--- src/hdl/assert_macros.svh ---
// Assertion helpers shared by the RTL
`ifndef ASSERT_MACROS_SVH
`define ASSERT_MACROS_SVH

// Check that a property holds on every clock edge outside reset
`define ASSERT_CLK(label, clk, rst, prop) \
   label: assert property (@(posedge clk) disable iff (rst) (prop)) \
      else $error("assertion failed");

// Check a property during reset as well
`define ASSERT_ALWAYS(label, clk, prop) \
   label: assert property (@(posedge clk) (prop)) else $error("assertion failed");

`endif

--- src/hdl/ddo_pkg.sv ---
package ddo_pkg;

   localparam int CordicSteps = 16;
   localparam int AngleTableLen = 30;
   localparam int StepW = $clog2(CordicSteps + 1);
   localparam logic [31:0] CordicStart = 32'd652032874;
   localparam logic [31:0] InvTwoPiQ32 = 32'd683565276;
   localparam logic [31:0] InvSepReset = 32'd145635;
   localparam logic [31:0] VelReset = 32'd655;
   localparam logic [31:0] RateReset = 32'd66;

   localparam logic OP_ENCODER = 1'b0;
   localparam logic OP_INTEGRATE = 1'b1;

   localparam logic REG_DISTANCE_SCALE = 1'b0;
   localparam logic REG_INV_SEPARATION = 1'b1;

   typedef struct packed {
      logic operation;
      logic signed [15:0] left_ticks;
      logic signed [15:0] right_ticks;
      logic [23:0] elapsed_time;
   } req_type;

   typedef struct packed {
      logic signed [31:0] pos_x;
      logic signed [31:0] pos_y;
      logic [31:0] heading;
      logic signed [31:0] forward_velocity;
      logic signed [31:0] turn_rate;
      logic [31:0] step_number;
   } rsp_type;

   typedef enum logic [3:0] {
      ST_IDLE,
      ST_ENC_MUL,
      ST_ENC_ROT,
      ST_ENC_FIN,
      ST_ENC_HI,
      ST_CORDIC_START,
      ST_CORDIC_RUN,
      ST_MUL_XA,
      ST_MUL_XB,
      ST_MUL_YA,
      ST_MUL_YB,
      ST_YAW_A,
      ST_YAW_B,
      ST_YAW_C,
      ST_FIN,
      ST_OUT
   } state_type;

   typedef struct packed {
      logic start;
      logic [31:0] angle;
   } cordic_cmd_type;

   typedef struct packed {
      logic done;
      logic signed [33:0] sin_val;
      logic signed [33:0] cos_val;
   } cordic_res_type;

   function automatic logic [31:0] atan_entry(input logic [4:0] i);
      logic [31:0] r;
      case (i)
         5'd0: r = 32'd536870912;
         5'd1: r = 32'd316933406;
         5'd2: r = 32'd167458907;
         5'd3: r = 32'd85004756;
         5'd4: r = 32'd42667331;
         5'd5: r = 32'd21354465;
         5'd6: r = 32'd10679838;
         5'd7: r = 32'd5340245;
         5'd8: r = 32'd2670163;
         5'd9: r = 32'd1335087;
         5'd10: r = 32'd667544;
         5'd11: r = 32'd333772;
         5'd12: r = 32'd166886;
         5'd13: r = 32'd83443;
         5'd14: r = 32'd41722;
         5'd15: r = 32'd20861;
         5'd16: r = 32'd10430;
         5'd17: r = 32'd5215;
         5'd18: r = 32'd2608;
         5'd19: r = 32'd1304;
         5'd20: r = 32'd652;
         5'd21: r = 32'd326;
         5'd22: r = 32'd163;
         5'd23: r = 32'd81;
         5'd24: r = 32'd41;
         5'd25: r = 32'd20;
         5'd26: r = 32'd10;
         5'd27: r = 32'd5;
         5'd28: r = 32'd3;
         5'd29: r = 32'd1;
         default: r = 32'd0;
      endcase
      return r;
   endfunction

endpackage

--- src/hdl/ddo_cordic.sv ---
`include "assert_macros.svh"

module ddo_cordic (
   input  logic                    clock,
   input  logic                    reset,
   input  ddo_pkg::cordic_cmd_type cmd,
   output ddo_pkg::cordic_res_type res
);
   import ddo_pkg::*;

   logic signed [33:0] x_ff, x_in, y_ff, y_in;
   logic signed [33:0] z_ff, z_in;
   logic [StepW-1:0] step_ff, step_in;
   logic busy_ff, busy_in, flip_ff, flip_in, done_ff, done_in;
   logic [31:0] a_rot;
   logic signed [33:0] xs, ys, at;

   always_comb begin
      a_rot = cmd.angle ^ {cmd.angle[31] ^ cmd.angle[30], 31'd0};
      xs = x_ff >>> step_ff;
      ys = y_ff >>> step_ff;
      at = $signed({2'b00, atan_entry(5'(step_ff))});
      x_in = x_ff;
      y_in = y_ff;
      z_in = z_ff;
      step_in = step_ff;
      busy_in = busy_ff;
      flip_in = flip_ff;
      done_in = 1'b0;
      if (cmd.start) begin
         x_in = $signed({2'b00, CordicStart});
         y_in = '0;
         z_in = 34'(signed'(a_rot));
         step_in = '0;
         busy_in = 1'b1;
         flip_in = cmd.angle[31] ^ cmd.angle[30];
      end else if (busy_ff) begin
         // one rotation per cycle
         if (!z_ff[33]) begin
            x_in = x_ff - ys;
            y_in = y_ff + xs;
            z_in = z_ff - at;
         end else begin
            x_in = x_ff + ys;
            y_in = y_ff - xs;
            z_in = z_ff + at;
         end
         step_in = step_ff + 1'b1;
         if (step_ff == StepW'(CordicSteps - 1)) begin
            busy_in = 1'b0;
            done_in = 1'b1;
         end
      end
   end

   always_ff @(posedge clock) begin
      if (reset) begin
         busy_ff <= 1'b0;
         done_ff <= 1'b0;
      end else begin
         busy_ff <= busy_in;
         done_ff <= done_in;
      end
      x_ff <= x_in;
      y_ff <= y_in;
      z_ff <= z_in;
      step_ff <= step_in;
      flip_ff <= flip_in;
   end

   assign res.done = done_ff;
   assign res.sin_val = flip_ff ? -y_ff : y_ff;
   assign res.cos_val = flip_ff ? -x_ff : x_ff;

   `ASSERT_CLK(a_done_not_busy, clock, reset, done_ff |-> !busy_ff)
   `ASSERT_CLK(a_done_after_busy, clock, reset, done_ff |-> $past(busy_ff))
   `ASSERT_ALWAYS(a_reset_idle, clock, $past(reset) |-> !busy_ff && !done_ff)

endmodule

--- src/hdl/ddo_serial_mul.sv ---
`include "assert_macros.svh"

// Shift-and-add multiplier, one multiplier bit per cycle, 40 x 64 bits
module ddo_serial_mul (
   input  logic        clock,
   input  logic        reset,
   input  logic        start,
   input  logic [63:0] mcand,
   input  logic [39:0] mplier,
   output logic [103:0] product,
   output logic        done
);
   import ddo_pkg::*;

   logic [103:0] acc_ff, acc_in;
   logic [103:0] mc_ff, mc_in;
   logic [39:0] mp_ff, mp_in;
   logic busy_ff, busy_in, done_ff, done_in;

   always_comb begin
      acc_in = acc_ff;
      mc_in = mc_ff;
      mp_in = mp_ff;
      busy_in = busy_ff;
      done_in = 1'b0;
      if (start) begin
         acc_in = '0;
         mc_in = {40'd0, mcand};
         mp_in = mplier;
         busy_in = 1'b1;
      end else if (busy_ff) begin
         if (mp_ff[0]) acc_in = acc_ff + mc_ff;
         mc_in = mc_ff << 1;
         mp_in = mp_ff >> 1;
         // stop once remaining multiplier bits are zero
         if (mp_ff[39:1] == '0) begin
            busy_in = 1'b0;
            done_in = 1'b1;
         end
      end
   end

   always_ff @(posedge clock) begin
      if (reset) begin
         busy_ff <= 1'b0;
         done_ff <= 1'b0;
      end else begin
         busy_ff <= busy_in;
         done_ff <= done_in;
      end
      acc_ff <= acc_in;
      mc_ff <= mc_in;
      mp_ff <= mp_in;
   end

   assign product = acc_ff;
   assign done = done_ff;

   `ASSERT_CLK(a_mul_done_pulse, clock, reset, done_ff |=> !done_ff || $past(start, 1))
   `ASSERT_CLK(a_mul_exclusive, clock, reset, !(done_ff && busy_ff))

endmodule

--- src/hdl/diff_drive_odometry_core.sv ---
// An encoder transaction runs four serial products in turn; an integrate transaction
// runs one CORDIC pass of CordicSteps rotations, then seven serial products.
// Each serial multiplier stops after the highest set bit of its multiplier word;
// the CORDIC unit does one rotation a cycle.
// Throughput: one transaction in flight; the next can be accepted in the cycle after the result leaves.
// Reset: synchronous, active high; pose, counter zero, velocity 655, yaw rate 66.
`include "assert_macros.svh"

module diff_drive_odometry_core (
   input  logic             clock,
   input  logic             reset,
   input  logic             req_valid,
   output logic             req_stall,
   input  ddo_pkg::req_type req_data,
   output logic             rsp_valid,
   input  logic             rsp_stall,
   output ddo_pkg::rsp_type rsp_data,
   input  logic             csr_write,
   input  logic             csr_index,
   input  logic [31:0]      csr_data
);
   import ddo_pkg::*;

   state_type state_ff, state_in;
   logic [31:0] scale_ff, invsep_ff;
   logic signed [31:0] x_ff, x_in, y_ff, y_in, vel_ff, vel_in, rate_ff, rate_in;
   logic [31:0] yaw_ff, yaw_in, cnt_ff, cnt_in, num_ff, num_in;
   req_type item_ff;
   logic [63:0] tmp_ff, tmp_in;
   logic [31:0] hold_ff, hold_in;
   rsp_type out_ff;
   logic out_load;

   cordic_cmd_type ccmd;
   cordic_res_type cres;
   logic signed [33:0] sn_ff, cs_ff;

   logic mstart;
   logic [63:0] mcand;
   logic [39:0] mplier;
   logic [103:0] prod;
   logic mdone;

   ddo_cordic u_cordic (.clock(clock), .reset(reset), .cmd(ccmd), .res(cres));
   ddo_serial_mul u_mul (.clock(clock), .reset(reset), .start(mstart), .mcand(mcand),
      .mplier(mplier), .product(prod), .done(mdone));

   logic accept;
   assign accept = req_valid && !req_stall;
   assign req_stall = (state_ff != ST_IDLE);
   assign rsp_valid = (state_ff == ST_OUT);
   assign rsp_data = out_ff;

   logic signed [16:0] sum_w, diff_w;
   logic [16:0] sum_m, diff_m;
   logic [23:0] dt;
   logic [31:0] vmag;
   logic [33:0] sn_m, cs_m;
   logic [63:0] rr;

   function automatic logic signed [31:0] sat_mag(input logic [63:0] m, input logic neg);
      logic signed [31:0] r;
      if (neg) r = (m >= 64'h80000000) ? 32'sh80000000 : -$signed(m[31:0]);
      else r = (m >= 64'h7fffffff) ? 32'sh7fffffff : $signed(m[31:0]);
      return r;
   endfunction

   function automatic logic signed [31:0] sat_add(input logic signed [31:0] a,
      input logic [63:0] m, input logic neg);
      logic signed [33:0] d, s;
      // any step of 2^32 or more saturates whatever a is
      d = (m > 64'h0ffffffff) ? 34'sh0ffffffff : $signed({1'b0, m[32:0]});
      if (neg) d = -d;
      s = 34'(a) + d;
      if (s > 34'sh7fffffff) return 32'sh7fffffff;
      else if (s < -34'sh80000000) return 32'sh80000000;
      return s[31:0];
   endfunction

   always_comb begin
      sum_w = 17'(item_ff.left_ticks) + 17'(item_ff.right_ticks);
      diff_w = 17'(item_ff.right_ticks) - 17'(item_ff.left_ticks);
      sum_m = sum_w[16] ? 17'(-sum_w) : 17'(sum_w);
      diff_m = diff_w[16] ? 17'(-diff_w) : 17'(diff_w);
      dt = (cnt_ff == '0) ? 24'd0 : item_ff.elapsed_time;
      vmag = vel_ff[31] ? 32'(-vel_ff) : 32'(vel_ff);
      sn_m = cres.sin_val[33] ? 34'(-cres.sin_val) : 34'(cres.sin_val);
      cs_m = cs_ff[33] ? 34'(-cs_ff) : 34'(cs_ff);
      rr = '0;
      state_in = state_ff;
      x_in = x_ff; y_in = y_ff; yaw_in = yaw_ff; vel_in = vel_ff; rate_in = rate_ff;
      cnt_in = cnt_ff; num_in = num_ff; tmp_in = tmp_ff; hold_in = hold_ff;
      ccmd.start = 1'b0; ccmd.angle = yaw_ff;
      mstart = 1'b0; mcand = '0; mplier = '0;
      out_load = 1'b0;
      case (state_ff)
         ST_IDLE: if (accept) begin
            num_in = cnt_ff;
            state_in = req_data.operation == OP_ENCODER ? ST_ENC_MUL : ST_CORDIC_START;
         end
         ST_ENC_MUL: begin
            mstart = 1'b1; mcand = {32'd0, scale_ff}; mplier = {23'd0, sum_m};
            state_in = ST_ENC_ROT;
         end
         ST_ENC_ROT: if (mdone) begin
            vel_in = sat_mag({1'b0, prod[63:1]}, sum_w[16]);
            mstart = 1'b1; mcand = {32'd0, scale_ff}; mplier = {23'd0, diff_m};
            state_in = ST_ENC_FIN;
         end
         ST_ENC_FIN: if (mdone) begin
            // t split into hi/lo words times reciprocal, hi word first
            tmp_in = prod[63:0];
            mstart = 1'b1; mcand = {32'd0, prod[63:32]}; mplier = {8'd0, invsep_ff};
            state_in = ST_ENC_HI;
         end
         ST_ENC_HI: if (mdone) begin
            tmp_in = prod[63:0];
            mstart = 1'b1; mcand = {32'd0, tmp_ff[31:0]}; mplier = {8'd0, invsep_ff};
            state_in = ST_FIN;
         end
         ST_CORDIC_START: begin
            ccmd.start = 1'b1;
            state_in = ST_CORDIC_RUN;
         end
         ST_CORDIC_RUN: if (cres.done) begin
            mstart = 1'b1; mcand = {32'd0, vmag}; mplier = {6'd0, sn_m};
            state_in = ST_MUL_XA;
         end
         ST_MUL_XA: if (mdone) begin
            mstart = 1'b1; mcand = 64'(prod[103:30]); mplier = {16'd0, dt};
            state_in = ST_MUL_XB;
         end
         ST_MUL_XB: if (mdone) begin
            x_in = sat_add(x_ff, 64'(prod[103:16]), vel_ff[31] != sn_ff[33]);
            mstart = 1'b1; mcand = {32'd0, vmag}; mplier = {6'd0, cs_m};
            state_in = ST_MUL_YA;
         end
         ST_MUL_YA: if (mdone) begin
            mstart = 1'b1; mcand = 64'(prod[103:30]); mplier = {16'd0, dt};
            state_in = ST_MUL_YB;
         end
         ST_MUL_YB: if (mdone) begin
            y_in = sat_add(y_ff, 64'(prod[103:16]), vel_ff[31] != cs_ff[33]);
            mstart = 1'b1;
            mcand = {32'd0, rate_ff[31] ? 32'(-rate_ff) : 32'(rate_ff)};
            mplier = {16'd0, dt};
            state_in = ST_YAW_A;
         end
         ST_YAW_A: if (mdone) begin
            tmp_in = prod[63:0];
            mstart = 1'b1; mcand = {32'd0, prod[31:0]}; mplier = {8'd0, InvTwoPiQ32};
            state_in = ST_YAW_B;
         end
         ST_YAW_B: if (mdone) begin
            hold_in = prod[63:32];
            mstart = 1'b1; mcand = {32'd0, tmp_ff[63:32]}; mplier = {8'd0, InvTwoPiQ32};
            state_in = ST_YAW_C;
         end
         ST_YAW_C: if (mdone) begin
            rr = 64'(prod[31:0] + hold_ff);
            yaw_in = rate_ff[31] ? yaw_ff - rr[31:0] : yaw_ff + rr[31:0];
            cnt_in = cnt_ff + 1'b1;
            out_load = 1'b1;
            state_in = ST_OUT;
         end
         ST_FIN: if (mdone) begin
            if (tmp_ff >= 64'h8000) rr = 64'h100000000;
            else rr = (tmp_ff << 16) + 64'(prod[63:16]);
            rate_in = sat_mag(rr, diff_w[16]);
            out_load = 1'b1;
            state_in = ST_OUT;
         end
         ST_OUT: if (!rsp_stall) state_in = ST_IDLE;
         default: state_in = ST_IDLE;
      endcase
   end

   always_ff @(posedge clock) begin
      if (reset) begin
         state_ff <= ST_IDLE;
         scale_ff <= '0;
         invsep_ff <= InvSepReset;
         x_ff <= '0; y_ff <= '0; yaw_ff <= '0;
         vel_ff <= VelReset; rate_ff <= RateReset; cnt_ff <= '0;
      end else begin
         state_ff <= state_in;
         if (csr_write && csr_index == REG_DISTANCE_SCALE) scale_ff <= csr_data;
         if (csr_write && csr_index == REG_INV_SEPARATION) invsep_ff <= csr_data;
         x_ff <= x_in; y_ff <= y_in; yaw_ff <= yaw_in;
         vel_ff <= vel_in; rate_ff <= rate_in; cnt_ff <= cnt_in;
      end
      num_ff <= num_in;
      tmp_ff <= tmp_in;
      hold_ff <= hold_in;
      if (accept) item_ff <= req_data;
      if (cres.done) begin
         sn_ff <= cres.sin_val;
         cs_ff <= cres.cos_val;
      end
      if (out_load) begin
         out_ff.pos_x <= x_in;
         out_ff.pos_y <= y_in;
         out_ff.heading <= yaw_in;
         out_ff.forward_velocity <= vel_in;
         out_ff.turn_rate <= rate_in;
         out_ff.step_number <= num_ff;
      end
   end

   `ASSERT_CLK(a_out_holds, clock, reset, rsp_valid && rsp_stall |=> rsp_valid)
   `ASSERT_CLK(a_no_accept_busy, clock, reset, rsp_valid |-> req_stall)
   `ASSERT_CLK(a_count_step, clock, reset, cnt_ff != $past(cnt_ff) |-> $past(state_ff) == ST_YAW_C)

endmodule

--- config.mk ---
export PLATFORM = sky130hd
export DESIGN_NAME = diff_drive_odometry_core
export DESIGN_NICKNAME = d
export VERILOG_FILES = /design/src/hdl/ddo_pkg.sv /design/src/hdl/ddo_cordic.sv /design/src/hdl/ddo_serial_mul.sv /design/src/hdl/diff_drive_odometry_core.sv
export VERILOG_INCLUDE_DIRS = /design/src /design/src/hdl
export SDC_FILE = /design/constraint.sdc
export NUM_CORES = 2
export LEC_CHECK = 0
export ABC_AREA = 1
export BUFFER_PORTS_ARGS = -buffer_cell sky130_fd_sc_hd__buf_2
export CAP_MARGIN = 20
export CELL_PAD_IN_SITES_DETAIL_PLACEMENT = 1
export CELL_PAD_IN_SITES_GLOBAL_PLACEMENT = 2
export CORE_AREA = 5 5 506 508
export DETAILED_ROUTE_END_ITERATION = 6
export DIE_AREA = 0 0 511 513
export PLACE_DENSITY = 0.83
export SLEW_MARGIN = 20
export SYNTH_ARGS = -nofsm -noshare
export SYNTH_HDL_FRONTEND = slang
export SYNTH_SLANG_ARGS = --single-unit
--- constraint.sdc ---
create_clock -name clock -period 6 [get_ports clock]
set_input_delay 0.6 -clock clock [delete_from_list [all_inputs] [get_ports clock]]
set_output_delay 0.6 -clock clock [all_outputs]
set_load 0.01 [all_outputs]
### Word level (Yosys, flattened, before mapping)

Memories as Yosys holds them, arrays and structs flattened. A register that Yosys moved wholly into a read port is not among the register bits.
Index checks and enable logic that the tools add are counted.

* flip-flop bits (word level): 1064
* bits in read-only memories: 960
* logic and storage cells: 244
* memories kept: 1

* $add $sub $neg: 28
* order comparisons: 10
* equality and inequality tests: 31
* shift operators: 2
* multiplexer cells: 106
* bitwise operators: 5
* reduce and logical (&&, ||, !) cells: 25

Memory list
* (name not given): words 32, bits a word 30, rd ports 1, clocked after memory_dff 1, write ports 0, line ddo_pkg.sv:66 `case (i)`

Operators with widths (count)
* $mux W32: 34
* $pmux W64 S10: 1
* $mux W34: 17
* $mux W64: 6
* $pmux W34 S7: 1
* $neg A34 Y34: 4
* $neg A32 Y32: 4
* $add A104 B104 Y104: 1
* $mux W40: 2
* $add A32 B34 Y34: 2
* $add A34 B34 Y34: 2
* $gt A34 B32 Y1 const B: 2
* $lt A34 B32 Y1 const B: 2
* $sshr A34 B5 Y34: 2
* $sub A34 B34 Y34: 2
* $add A32 B32 Y32: 2
* $add A64 B48 Y64: 1
* $ge A64 B16 Y1 const B: 1
* $ge A64 B31 Y1 const B: 1
* $ge A64 B32 Y1 const B: 1
* $gt A64 B32 Y1 const B: 1
* $ge A63 B31 Y1 const B: 1
* $ge A63 B32 Y1 const B: 1
* $pmux W4 S15: 1
* other kinds (41): 115

### Depth between registers and ports, before layout

* word-level depth: 15
* mapped depth: 37
* depth with buffers taken out: 36

### Hierarchy

A second synthesis with hierarchy kept.

* cell total of the unflattened synthesis: 13053
* area total of the unflattened synthesis: 85632.1 µm²

By module, submodules not included
* diff_drive_odometry_core: instances 1, cells each 6610, area an instance 47067.6 µm²
* ddo_serial_mul: instances 1, cells each 3479, area an instance 20649.8 µm²
* ddo_cordic: instances 1, cells each 2964, area an instance 17914.7 µm²

### Worst setup path after synthesis

OpenSTA, ideal clock, no wires.

* path type: register to register
* start point: register state_ff[1]
* end point: register out_ff, in the netlist rsp_data[0], enable pin
* arrival: 5.402 ns
* data required time: 5.440 ns
* path slack: 0.038 ns
* stages on the path, launching flop included: 10
* clock period less this slack: 5.962 ns
* cells stage by stage: dfxtp_1 inv_1 nor2_1 inv_1 nor2_1 inv_1 nor2_1 clkinv_1 clkbuf_1 nand2_1

* word-level cells in the longest chain between the ends: 3
* elaborated cells on any way between the ends: 4
* classes of those cells: eq/ne: 2; mux: 1; reduce/logical: 1

RTL lines
* from (decl): line diff_drive_odometry_core.sv:24 `state_type state_ff, state_in;`
* from (signal assigned): line diff_drive_odometry_core.sv:186 `state_ff <= state_in;`
* $eq A4 B4 Y1: line diff_drive_odometry_core.sv:96 `case (state_ff)`
* $reduce_or A2 Y1 (no source line) (*)
* $mux W1 (*)
* via out_load: line diff_drive_odometry_core.sv:32 `logic out_load;`
* to (decl): line diff_drive_odometry_core.sv:31 `rsp_type out_ff;`

The timed path passes the listed nets; every way through them passes the cells marked *.
A chain may end at the register's enable or synchronous reset.

### Worst setup path in the final report

* start point: register u_mul.acc_ff[0] (netlist: u_mul.product[0])
* end point: register out_ff, in the netlist rsp_data[126] (data pin)

* word-level cells in the longest chain between the ends: 5
* elaborated cells on any way between the ends: 6
* classes of those cells: add/sub: 3; mux: 3

RTL lines
* from (decl): line ddo_serial_mul.sv:15 `logic [103:0] acc_ff, acc_in;`
* from (signal assigned): line ddo_serial_mul.sv:51 `acc_ff <= acc_in;`
* $add A32 B32 Y32 (*): line diff_drive_odometry_core.sv:160 `rr = 64'(prod[31:0] + hold_ff);`
* $add A32 B32 Y32 or $sub A32 B32 Y32 (tied branches): line diff_drive_odometry_core.sv:161 `yaw_in = rate_ff[31] ? yaw_ff - rr[31:0] : yaw_ff + rr[31:0];`
* $mux W32 (*): line diff_drive_odometry_core.sv:161
* $mux W32 (*): line diff_drive_odometry_core.sv:159 `ST_YAW_C: if (mdone) begin`
* $mux W32 (*): line diff_drive_odometry_core.sv:96
* via yaw_in[30]: line diff_drive_odometry_core.sv:27 `logic [31:0] yaw_ff, yaw_in, cnt_ff, cnt_in, num_ff, num_in;`

Marks and branches as above.

==> run summary <==
Top Ports -> 289
Routed vias -> 83,900
Clock tree buffer depth -> 3
Power share of the clock group -> 16.6%
Cell count after synthesis -> 11,700
Outcome -> complete, no violations
Die Span Y -> 513 um
Wire length per cell -> 24.7 um
Pre-Repair DR Iteration Count -> 5
Overflow after GRT -> 0
Number of core rows -> 184
Class of the tightest hold or removal check -> input pin to flop
Ys flop type -> sky130_fd_sc_hd__edfxtp_1
Worst ir drop on vdd -> 0.000394 V
Effective utilization at floorplan -> 31.8%
Net switching power figure -> 26.5 mW
IO Port Bufs -> 288
Clock tree from TritonCTS -> done
Post-route core utilization -> 36.3%
Max Cap Viol -> 0
Final sum of negative setup slack -> 0 ps
Drt via density -> 5.40
Avg Synthesized Cell Area -> 6.81 um2
CP top delay family -> simple AND/OR/NAND/NOR gates
Yosys reg bits -> 1,035
Area of the die -> 0.262 mm2
Count of final hold-check violations -> 0
Sequential element share of the synthesized area -> 32.8%
Clk_skew -> 50.0 ps
Startpoint of the worst setup timing path -> u_mul.product[0]$_SDFFE_PP0P_
Startpoint type of the worst setup path -> flop
Relative contribution of combinational cells to total power -> 61.6%
Count of nets left with antenna violations after detail routing -> 0
Capturing element type of the critical path -> flop
Share of layout cells above drive strength 1 -> 8.09%
Sequential Power Share -> 21.7%
Fmax -> 177 MHz
Via count of the first global-routing pass -> 85,000
Warnings, synthesis -> 0
Largest net degree at the start of global routing -> 87
# DRC -> 0
Critical Path Fanout Max -> 5
Total nets after synthesis -> 12,200
Fraction of power spent switching nets -> 53.2%
Post-detailed-routing wire length -> 384 mm
Setup-failing EPs final -> 0
Internal power contribution -> 23.3 mW
Fin. max-slew vios -> 0
Final period utilization -> 94.2%
Clock root buffer -> sky130_fd_sc_hd__clkbuf_16
Drt first-iter violations -> 6,502
Final RePlAce weighted congestion -> 0.986
Uppermost metal layer occupied by signal nets -> met5
Worst-Margin Slew -> 1360 ps
RSZ-0062 raised after global routing -> false
Met3 routed WL -> 18.8 mm
Sinks on Clock Net -> 1,035
Top cell by count, worst path -> sky130_fd_sc_hd__nand2_1
Proportion of synthesized flip-flops having asynchronous set or reset -> 0%
Arrival time at the worst endpoint -> 6200 ps
Routed length on met2 -> 178 mm
Worst hold path startpoint -> req_data[41]
Number of distinct library cells after synthesis -> 78
Leading cell types in the layout, fill and taps excluded -> sky130_fd_sc_hd__nand2_1, sky130_fd_sc_hd__inv_1, sky130_fd_sc_hd__nor2_1
Detailed-placement wirelength estimate -> 310 mm
Cell Pwr Density -> 548 mW/mm2
Insertion delay of the later-clocked pin in the worst-skew pair -> 820 ps
Reg-to-reg startpoint -> u_mul.product[0]$_SDFFE_PP0P_
Number of buffers and inverters on the critical path -> 4
Clock-pin slew on the worst setup and hold paths -> 50 ps
EDFF count, synth -> 544
Initial antenna violation count -> 23
First-pass GRT wire length -> 562 mm
Cell at the slowest stage of the critical path -> sky130_fd_sc_hd__fa_1
Die Width -> 511 um
Relative slew slack -> 8.58%
Start-to-end type of the worst setup path -> flop to flop
Net total in the final layout -> 12,600
Global-route total usage across every layer -> 28.0%
Max stage delay on crit path -> 470 ps
TritonCTS Buffers -> 135
Most common cell after layout, fill and taps aside -> sky130_fd_sc_hd__nand2_1
H-tree depth -> 4
Internal reg-to-reg setup slack -> 350 ps
Fin crit period -> 5650 ps
Layout overhead on the synthesized area -> 13.9%
Wl on met1 -> 167 mm
Core outline area -> 0.251 mm2
P_leak -> 41.2 nW
Synth Cell Area -> 0.0798 mm2
Critical path required time -> 6550 ps
-- path summary, 6_finish.rpt --
check,to,cells after the start
hold / removal,item_ff[41]$_DFFE_PP_,1
hold reg to reg,rsp_data[16]$_DFFE_PP_,0
setup reg to reg,rsp_data[126]$_DFFE_PP_,28
setup / recovery,rsp_data[126]$_DFFE_PP_,28
-- cell type report --
| class | instances | area (um2) |
|---|---|---|
| multi-input cells | 8718 | 46200 |
| clock buffers | 166 | 3640 |
| well taps | 3348 | 4190 |
| flip-flops and latches | 1035 | 26200 |
| clock inverters | 85 | 802 |
| repair buffers | 583 | 3890 |
| diodes | 15 | 37.5 |
| fillers | 31800 | 160000 |
| inverters | 1574 | 5920 |
-- repair_timing --
item / 4_1_cts / 5_1_grt
setup endpoints to repair: 0 / 140
hold endpoints to repair: 47 / 0
hold buffers: 47 / 0
resized for setup: 0 / 25
setup buffers: 0 / 4
-- layer usage --
| metal | GRT usage (%) | vias up |
|---|---|---|
| met2 | 46.9 | 2307 |
| met5 | 0 | - |
| li1 | - | 39700 |
| met4 | 12.8 | 8 |
| met1 | 36.1 | 41300 |
| met3 | 3.36 | 648 |
-- worst reg2reg max path, delay by kind of cell, from the launching register on --
kind                       cells  cell delay (ps)
adders and majority gates      3             1060
AOI/OAI and AO/OA              7             1380
DFF                            1              410
xor gates and xnor gates       3              700
and+or+nand+nor               11             1460
buffers and inverters          4              380
-- Yosys cell counts (all sizes together) (61+ instances only) --
library cell | instances | area share [%]
a31oi | 86 | 0.67
clkbuf | 271 | 1.3
o211ai | 83 | 0.78
nand3 | 796 | 5.0
nor3 | 227 | 1.4
nor2 | 1338 | 6.4
xnor2 | 139 | 1.5
o21ai | 821 | 5.2
or2 | 112 | 0.88
ha | 411 | 6.4
xor2 | 352 | 3.9
nand4 | 166 | 1.3
edfxtp | 544 | 20
a21oi | 850 | 5.4
nor4 | 61 | 0.49
nand2 | 2774 | 13
inv | 1562 | 7.4
buf | 121 | 0.84
dfxtp | 491 | 12
-- flip-flops by register name, summed over array words and instances (netlist names), 34 cells and up --
name,cells
cs_ff,34
item_ff,56
rsp_data,192
tmp_ff,64
u_cordic.x_ff,34
u_cordic.y_ff,34
u_cordic.z_ff,34
u_mul.mc_ff,94
u_mul.mp_ff,34
u_mul.product,94
-- power groups by stage --
stage	sequential (mW)	combinational (mW)	clock [mW]
after CTS	10.8	30.3	8.45
after global placement	10.9	29.5	0
after detailed placement	10.9	30.1	0
final	10.8	30.7	8.29
after global routing	10.9	33.7	8.74
after floorplan	10.2	20.2	0
-- cell families after synthesis --
family / after synthesis / share of synthesized area [%]
XOR/XNOR: 491 / 5.39
adder cells (fa/ha/maj): 422 / 6.72
AND/OR/NAND/NOR: 5565 / 29.4
AO/OA/AOI/OAI: 2239 / 16.1
buffers and inverters: 1966 / 9.53
multiplexers: 1 / 0.0141
flip-flops: 1035 / 32.8
-- per-stage QoR --
stage	power, mW	cell area (um2)	worst slack (ps)	hold slack [ps]	instances
2_1_floorplan	30.4	79800	38.4	400	11700
3_3_place_gp	40.4	85800	263	408	15200
3_5_place_dp	41.0	85800	20.1	406	15200
4_1_cts	49.5	90700	16.3	2.06	15500
5_1_grt	53.3	90900	0.649	32.3	15500
6_report	49.8	90900	349	56.6	15500
Note: power is estimated with default switching activity, not from simulation.
